$ cat src/rtl/dfgsh_pkg.sv
package dfgsh_pkg;

  localparam int unsigned WordW   = 64;
  localparam int unsigned DigitW  = 8;
  localparam int unsigned NumDig  = WordW / DigitW;
  localparam int unsigned DigIdxW = $clog2(NumDig);

  localparam logic [WordW-1:0] FnvPrime    = 64'd1099511628211;
  localparam logic [WordW-1:0] GoldenMul   = 64'h9E3779B97F4A7C15;
  localparam int unsigned      GoldenShift = 29;
  localparam logic [WordW-1:0] FnvBasis    = 64'd1469598103934665603;

  localparam logic [3:0] FullCount = 4'd8;

  function automatic logic [DigitW-1:0] fnv_digit(input logic [DigIdxW-1:0] idx);
    logic [WordW-1:0] sh;
    sh = FnvPrime >> {idx, 3'b000};
    return sh[DigitW-1:0];
  endfunction

  function automatic logic [DigitW-1:0] golden_digit(input logic [DigIdxW-1:0] idx);
    logic [WordW-1:0] sh;
    sh = GoldenMul >> {idx, 3'b000};
    return sh[DigitW-1:0];
  endfunction

endpackage

$ cat src/rtl/dual_fnv_golden_stream_hash.sv
// Channel  Direction  Ports                                        Beat
// in_      input      in_word_data[63:0] in_valid_bytes[3:0] in_last  in_valid & in_ready
// out_     output     out_hash_low[63:0] out_hash_high[63:0]       out_valid & out_ready
//
// One item at a time. An 8-byte word is mixed as one unit, a tail of n bytes as n single
// bytes, and a count of zero mixes nothing. A last item then passes the finalize state,
// which registers the fingerprint. Each mix is two 64x64 multiplies done one 8-bit
// constant digit per cycle after the load state. The output register lets the next item
// start while a fingerprint waits; a second stays in the finalize state until out_ready frees it.
// rst_n is synchronous: accumulators go to their start values and out_valid drops.
module dual_fnv_golden_stream_hash (
  input  logic        clk,
  input  logic        rst_n,
  input  logic        in_valid,
  output logic        in_ready,
  input  logic [63:0] in_word_data,
  input  logic [3:0]  in_valid_bytes,
  input  logic        in_last,
  output logic        out_valid,
  input  logic        out_ready,
  output logic [63:0] out_hash_low,
  output logic [63:0] out_hash_high
);

  typedef enum logic [1:0] {S_IDLE, S_LOAD, S_MUL, S_FIN} state_t;

  state_t                        state_r, state_nxt;
  logic [dfgsh_pkg::WordW-1:0]   fnv_r, fnv_nxt;
  logic [dfgsh_pkg::WordW-1:0]   gold_r, gold_nxt;
  logic [dfgsh_pkg::WordW-1:0]   total_r, total_nxt;
  logic [dfgsh_pkg::WordW-1:0]   word_r, word_nxt;
  logic [dfgsh_pkg::WordW-1:0]   mcf_r, mcf_nxt;
  logic [dfgsh_pkg::WordW-1:0]   mcg_r, mcg_nxt;
  logic [dfgsh_pkg::WordW-1:0]   pf_r, pf_nxt;
  logic [dfgsh_pkg::WordW-1:0]   pg_r, pg_nxt;
  logic [dfgsh_pkg::DigIdxW-1:0] dig_r, dig_nxt;
  logic [2:0]                    rem_r, rem_nxt;
  logic                          full_r, full_nxt;
  logic                          last_r, last_nxt;
  logic                          ov_r, ov_nxt;
  logic [dfgsh_pkg::WordW-1:0]   olo_r, olo_nxt;
  logic [dfgsh_pkg::WordW-1:0]   ohi_r, ohi_nxt;

  logic [3:0]                    cnt;
  logic [dfgsh_pkg::WordW-1:0]   unit;
  logic [dfgsh_pkg::WordW-1:0]   pf_sum, pg_sum;

  assign in_ready      = (state_r == S_IDLE);
  assign out_valid     = ov_r;
  assign out_hash_low  = olo_r;
  assign out_hash_high = ohi_r;

  always_comb begin
    cnt    = (in_valid_bytes > dfgsh_pkg::FullCount) ? dfgsh_pkg::FullCount : in_valid_bytes;
    unit   = full_r ? word_r : {56'd0, word_r[7:0]};
    pf_sum = pf_r + 64'(mcf_r * {56'd0, dfgsh_pkg::fnv_digit(dig_r)});
    pg_sum = pg_r + 64'(mcg_r * {56'd0, dfgsh_pkg::golden_digit(dig_r)});

    state_nxt = state_r;
    fnv_nxt   = fnv_r;
    gold_nxt  = gold_r;
    total_nxt = total_r;
    word_nxt  = word_r;
    mcf_nxt   = mcf_r;
    mcg_nxt   = mcg_r;
    pf_nxt    = pf_r;
    pg_nxt    = pg_r;
    dig_nxt   = dig_r;
    rem_nxt   = rem_r;
    full_nxt  = full_r;
    last_nxt  = last_r;
    ov_nxt    = ov_r & ~out_ready;
    olo_nxt   = olo_r;
    ohi_nxt   = ohi_r;

    case (state_r)
      S_IDLE: begin
        if (in_valid) begin
          total_nxt = total_r + {60'd0, cnt};
          word_nxt  = in_word_data;
          full_nxt  = cnt[3];
          rem_nxt   = cnt[3] ? 3'd1 : cnt[2:0];
          last_nxt  = in_last;
          if (cnt != 4'd0) begin
            state_nxt = S_LOAD;
          end else if (in_last) begin
            state_nxt = S_FIN;
          end
        end
      end
      S_LOAD: begin
        mcf_nxt   = fnv_r ^ unit;
        mcg_nxt   = gold_r + unit;
        pf_nxt    = '0;
        pg_nxt    = '0;
        dig_nxt   = '0;
        word_nxt  = word_r >> dfgsh_pkg::DigitW;
        state_nxt = S_MUL;
      end
      S_MUL: begin
        pf_nxt  = pf_sum;
        pg_nxt  = pg_sum;
        mcf_nxt = mcf_r << dfgsh_pkg::DigitW;
        mcg_nxt = mcg_r << dfgsh_pkg::DigitW;
        dig_nxt = dig_r + 1'b1;
        if (dig_r == dfgsh_pkg::DigIdxW'(dfgsh_pkg::NumDig - 1)) begin
          fnv_nxt  = pf_sum;
          gold_nxt = pg_sum ^ (pg_sum >> dfgsh_pkg::GoldenShift);
          rem_nxt  = rem_r - 1'b1;
          if (rem_r != 3'd1) begin
            state_nxt = S_LOAD;
          end else if (last_r) begin
            state_nxt = S_FIN;
          end else begin
            state_nxt = S_IDLE;
          end
        end
      end
      S_FIN: begin
        if (!ov_r || out_ready) begin
          ov_nxt    = 1'b1;
          olo_nxt   = fnv_r;
          ohi_nxt   = gold_r ^ total_r;
          fnv_nxt   = dfgsh_pkg::FnvBasis;
          gold_nxt  = '0;
          total_nxt = '0;
          state_nxt = S_IDLE;
        end
      end
      default: state_nxt = S_IDLE;
    endcase
  end

  always_ff @(posedge clk) begin
    if (!rst_n) begin
      state_r <= S_IDLE;
      ov_r    <= 1'b0;
      fnv_r   <= dfgsh_pkg::FnvBasis;
      gold_r  <= '0;
      total_r <= '0;
    end else begin
      state_r <= state_nxt;
      ov_r    <= ov_nxt;
      fnv_r   <= fnv_nxt;
      gold_r  <= gold_nxt;
      total_r <= total_nxt;
    end
    word_r <= word_nxt;
    mcf_r  <= mcf_nxt;
    mcg_r  <= mcg_nxt;
    pf_r   <= pf_nxt;
    pg_r   <= pg_nxt;
    dig_r  <= dig_nxt;
    rem_r  <= rem_nxt;
    full_r <= full_nxt;
    last_r <= last_nxt;
    olo_r  <= olo_nxt;
    ohi_r  <= ohi_nxt;
  end

endmodule

$ cat config.mk
export PLATFORM = sky130hd
export DESIGN_NAME = dual_fnv_golden_stream_hash
export DESIGN_NICKNAME = d
export VERILOG_FILES = /design/src/rtl/dfgsh_pkg.sv /design/src/rtl/dual_fnv_golden_stream_hash.sv
export SDC_FILE = /design/constraint.sdc
export NUM_CORES = 2
export LEC_CHECK = 0
export BUFFER_PORTS_ARGS = -buffer_cell sky130_fd_sc_hd__buf_4
export CORE_MARGIN = 1
export CORE_UTILIZATION = 40
export CTS_BUF_LIST = sky130_fd_sc_hd__clkbuf_2
export DETAILED_ROUTE_END_ITERATION = 8
export GPL_TIMING_DRIVEN = 1
export SYNTH_ARGS = -nofsm -noshare
export SYNTH_HDL_FRONTEND = slang
export SYNTH_SLANG_ARGS = --single-unit
$ cat constraint.sdc
create_clock -name clk -period 15.5 [get_ports clk]
set_input_delay 2.325 -clock clk [delete_from_list [all_inputs] [get_ports clk]]
set_output_delay 2.325 -clock clk [all_outputs]
set_load 0.02 [all_outputs]
==> impl.org <==
** Run status
- Outcome :: complete, no violations

** Synthesis
- Summing the sequential cell areas from Yosys gives 30.0% of the chip area.
- The synthesized netlist occupies a cell area of 58700 um^2.
- After synthesis, the share of flip-flops with an asynchronous set or reset is 0%.
- The netlist uses 100 different library cells.
- The synthesized design contains 651 register bits.
- Synth area leader :: edfxtp_1
- Most area-consuming cells after synthesis :: edfxtp_1 23%, fa_1 22%, ha_1 7.2%
- Share of the synthesized area in the top cell type :: 23.3%
- Yosys warning count :: 0
- Number of nets in the synthesized netlist :: 6998
- Primary FF master, synth :: edfxtp_1
- Synthesized instance count :: 5941
- The average instance in the mapped netlist occupies 9.88 um^2.
- Post-synth EDFFs :: 456

** CTS
- H-tree lvl count :: 4
- Clock input transition at the sequential cells of the worst setup and hold paths :: 0.14 ns
- After clock tree synthesis, the repair step resized 0 gates.
- For the worst-skew pair, the clock arrives at the later sink with an insertion delay of 1.71 ns.
- Clock tree synthesis inserted a total of 185 buffers.
- Total number of clock tree sinks :: 651
- The number of hold buffers added after CTS was 0.
- CTS tree :: built
- Post-CTS setup-driven buffer insertion count :: 0
- Max clock buf depth :: 3
- CTS placed an instance of clkbuf_2 at the clock tree root.

** STA
- Once routing completed, OpenROAD measured the worst setup slack at 6.48 ns.
- The worst path uses 58.2% of the clock period.
- Between clock sinks in the finished design, the worst skew comes to 0.103 ns.
- For the final routed database, the setup TNS stands at 0 ns.
- Final number of max-transition violations :: 0
- Setup repair after global routing left no endpoint under its margin.
- Clock period minus final worst setup slack :: 9.02 ns
- The number of hold-slack violations in the final timing report is 0.
- Derived from the worst setup path, the maximum achievable clock frequency is 111 MHz.
- For the pin with the worst max-slew slack, the measured transition is 1.30 ns.
- Final Setup Violations :: 0
- Slew HR :: 12.7%

** Floorplanning
- In this run the count of I/O pins placed on the die edge is 203.
- Row cnt :: 140
- Vertical die dimension :: 385 um
- Core area :: 146000 um^2
- Chip width :: 385 um
- Starting Density :: 40.3%
- Die area :: 148000 um^2

** Global route
- Maximum number of pins on one net before global-route repair :: 145
- Number of antenna violations at the first check in global routing :: 12
- Wire length of the first global-routing pass :: 293000 um
- For this run the aggregate overflow at the end of global routing stands at 0.
- Via count of the first global-routing pass :: 45433
- Across every metal layer, demand over resource in global routing totals 26.7%.

** Detailed routing
- Using the TritonRoute via totals, the vias-per-cell ratio works out to 5.44.
- The first TritonRoute pass finished after 6 iterations.
- Count of unresolved DRC violations after routing :: 0
- The count of nets left with antenna violations once routing finished came out at 0.
- WL/cell :: 24.0 um
- Across all layers, the routed design uses 44736 vias.
- Number of DRC violations after detailed-routing iteration 0 :: 4065
- Routed WL :: 197000 um

** Place
- Once placement finished, the instance area stood at 62200 um^2.
- Count of input and output buffers :: 202
- Final estimated routing congestion in global placement :: 0.956
- OpenSTA, run right after detailed placement, puts the worst setup slack at 6.46 ns.
- The HPWL after detailed placement is 152000 um.

** Finish
- Commonest cells after routing, fill and taps aside :: 854 x inv_1, 645 x fa_1, 582 x and2_1, 527 x nand2_1, 456 x edfxtp_1
- Share of final-layout standard cells stronger than drive strength 1 :: 10.9%
- Fill cells :: 14186
- Most frequent standard cell in the layout excluding fill and tap cells :: inv_1
- Area Growth Syn to Fin :: 9.19%
- Net count, final :: 7188
- The finished cells cover 64100 um^2.

** Job
- Number of max-cap violations :: 0

** Worst hold path
- Start point of the worst min-delay path :: gold_r[34]
- Min-Delay Path Class :: register to register

** Critical path
- Worst Path Required :: 17.06 ns
- Timing startpoint of the critical path :: dig_r[1]
- STA classifies the critical path endpoint as a register.
- The worst register-to-register path begins at dig_r[1].
- Arrival time at the worst endpoint :: 10.57 ns
- The setup path with the least slack is of type register to register.
- In this run the worst path has a maximum fanout of 67.
- Kind of launch point of the worst setup path :: register
[cell families (layout without fill, tap and decap cells)]
group           after synthesis  after routing  share of synthesized area (%)
compound gates              959            959                           10.7
xor+xnor                    395            395                           6.11
fa+ha+maj                   984            984                           29.2
buf+inv                    1096           1450                           7.04
flops                       651            651                           30.0
mux                          67             67                           1.27
other cells                   0              5                              0
simple gates               1789           1789                           15.7
[worst max-delay path: stages (launching register included)]
cell and delay [ns]:
edfxtp_1 0.33, buf_4 0.69, inv_1 0.36, ha_1 0.48
mux2i_4 0.62, buf_4 0.58, nand2_1 0.16, fa_1 0.53
inv_1 0.05, fa_1 0.48, fa_1 0.56, inv_1 0.06
fa_1 0.48, inv_1 0.05, ha_1 0.37, a21oi_1 0.18
nor2_1 0.06, a211oi_1 0.45, a41oi_1 0.29, a41o_1 0.29
a2111oi_0 0.76, buf_4 0.23, o31a_1 0.26, xor2_1 0.37
and2_1 0.18
[flip-flops by register name (all words and copies together), names as in the netlist, 64 cells and up]
name and cells:
fnv_r 64, gold_r 64, mcf_r 64, mcg_r 64, out_hash_high 64, out_hash_low 64
pf_r 64, pg_r 64, total_r 64, word_r 64
[metal layers]
metal / vias to the layer above / track usage, % / share of wire (%)
li1: 20061 / - / -
met1: 22420 / 37.5 / 44
met2: 1918 / 40.8 / 44
met3: 335 / 5.11 / 8.0
met4: 2 / 9.61 / 3.5
met5: - / 0 / 0.0096
[final cells by class]
class / count / area [um^2] / area share (%)
clock buffers: 280 / 1400 / 2.19
multi-input cells: 4194 / 37100 / 57.9
well taps: 1917 / 2400 / 3.74
clock inverters: 71 / 473 / 0.738
inverters: 855 / 3210 / 5.01
flip-flops and latches: 651 / 17600 / 27.5
diodes: 5 / 12.5 / 0.0195
repair buffers: 244 / 1860 / 2.90
[per-stage QoR]
| stage | util [%] | hold WS, ns | std cells |
|---|---|---|---|
| 2_1_floorplan | - | 0.443 | 5941 |
| 3_3_place_gp | 42.7 | 0.472 | 7861 |
| 3_5_place_dp | 42.7 | 0.474 | 7861 |
| 4_1_cts | 44.0 | 0.495 | 8212 |
| 5_1_grt | 44.0 | 0.495 | 8215 |
| 6_report | 44.0 | 0.503 | 8217 |
[synthesized netlist by cell type, drive strengths merged, types with 13 or more instances]
master and instances:
a21o 110, clkbuf 219, a22o 28, o211ai 20, a211oi 39, and2 584, xor2 176, o21a 32
dfxtp 195, o21ai 267, nand4 53, or3 22, mux2 60, edfxtp 456, xnor2 210, a22oi 39
a221oi 13, and3 36, buf 22, fa 645, nand2 527, ha 339, nor2b 85, a31oi 22
nor3 64, nand2b 23, nor2 245, nor4 14, o21bai 43, nand3 86, inv 855, o31ai 21
a21oi 223
[path summary, 6_finish.rpt]
| check | endpoint | slack, ns | depth (start not counted) |
|---|---|---|---|
| max reg2reg | pg_r[63] | 6.48 | 24 |
| min reg2reg | out_hash_high[34] | 0.50 | 1 |
| min | out_hash_high[34] | 0.50 | 1 |
| max | pg_r[63] | 6.48 | 24 |
Power is not shown: default switching activity piles up to over one toggle a cycle in this logic, so the estimate is an artifact.
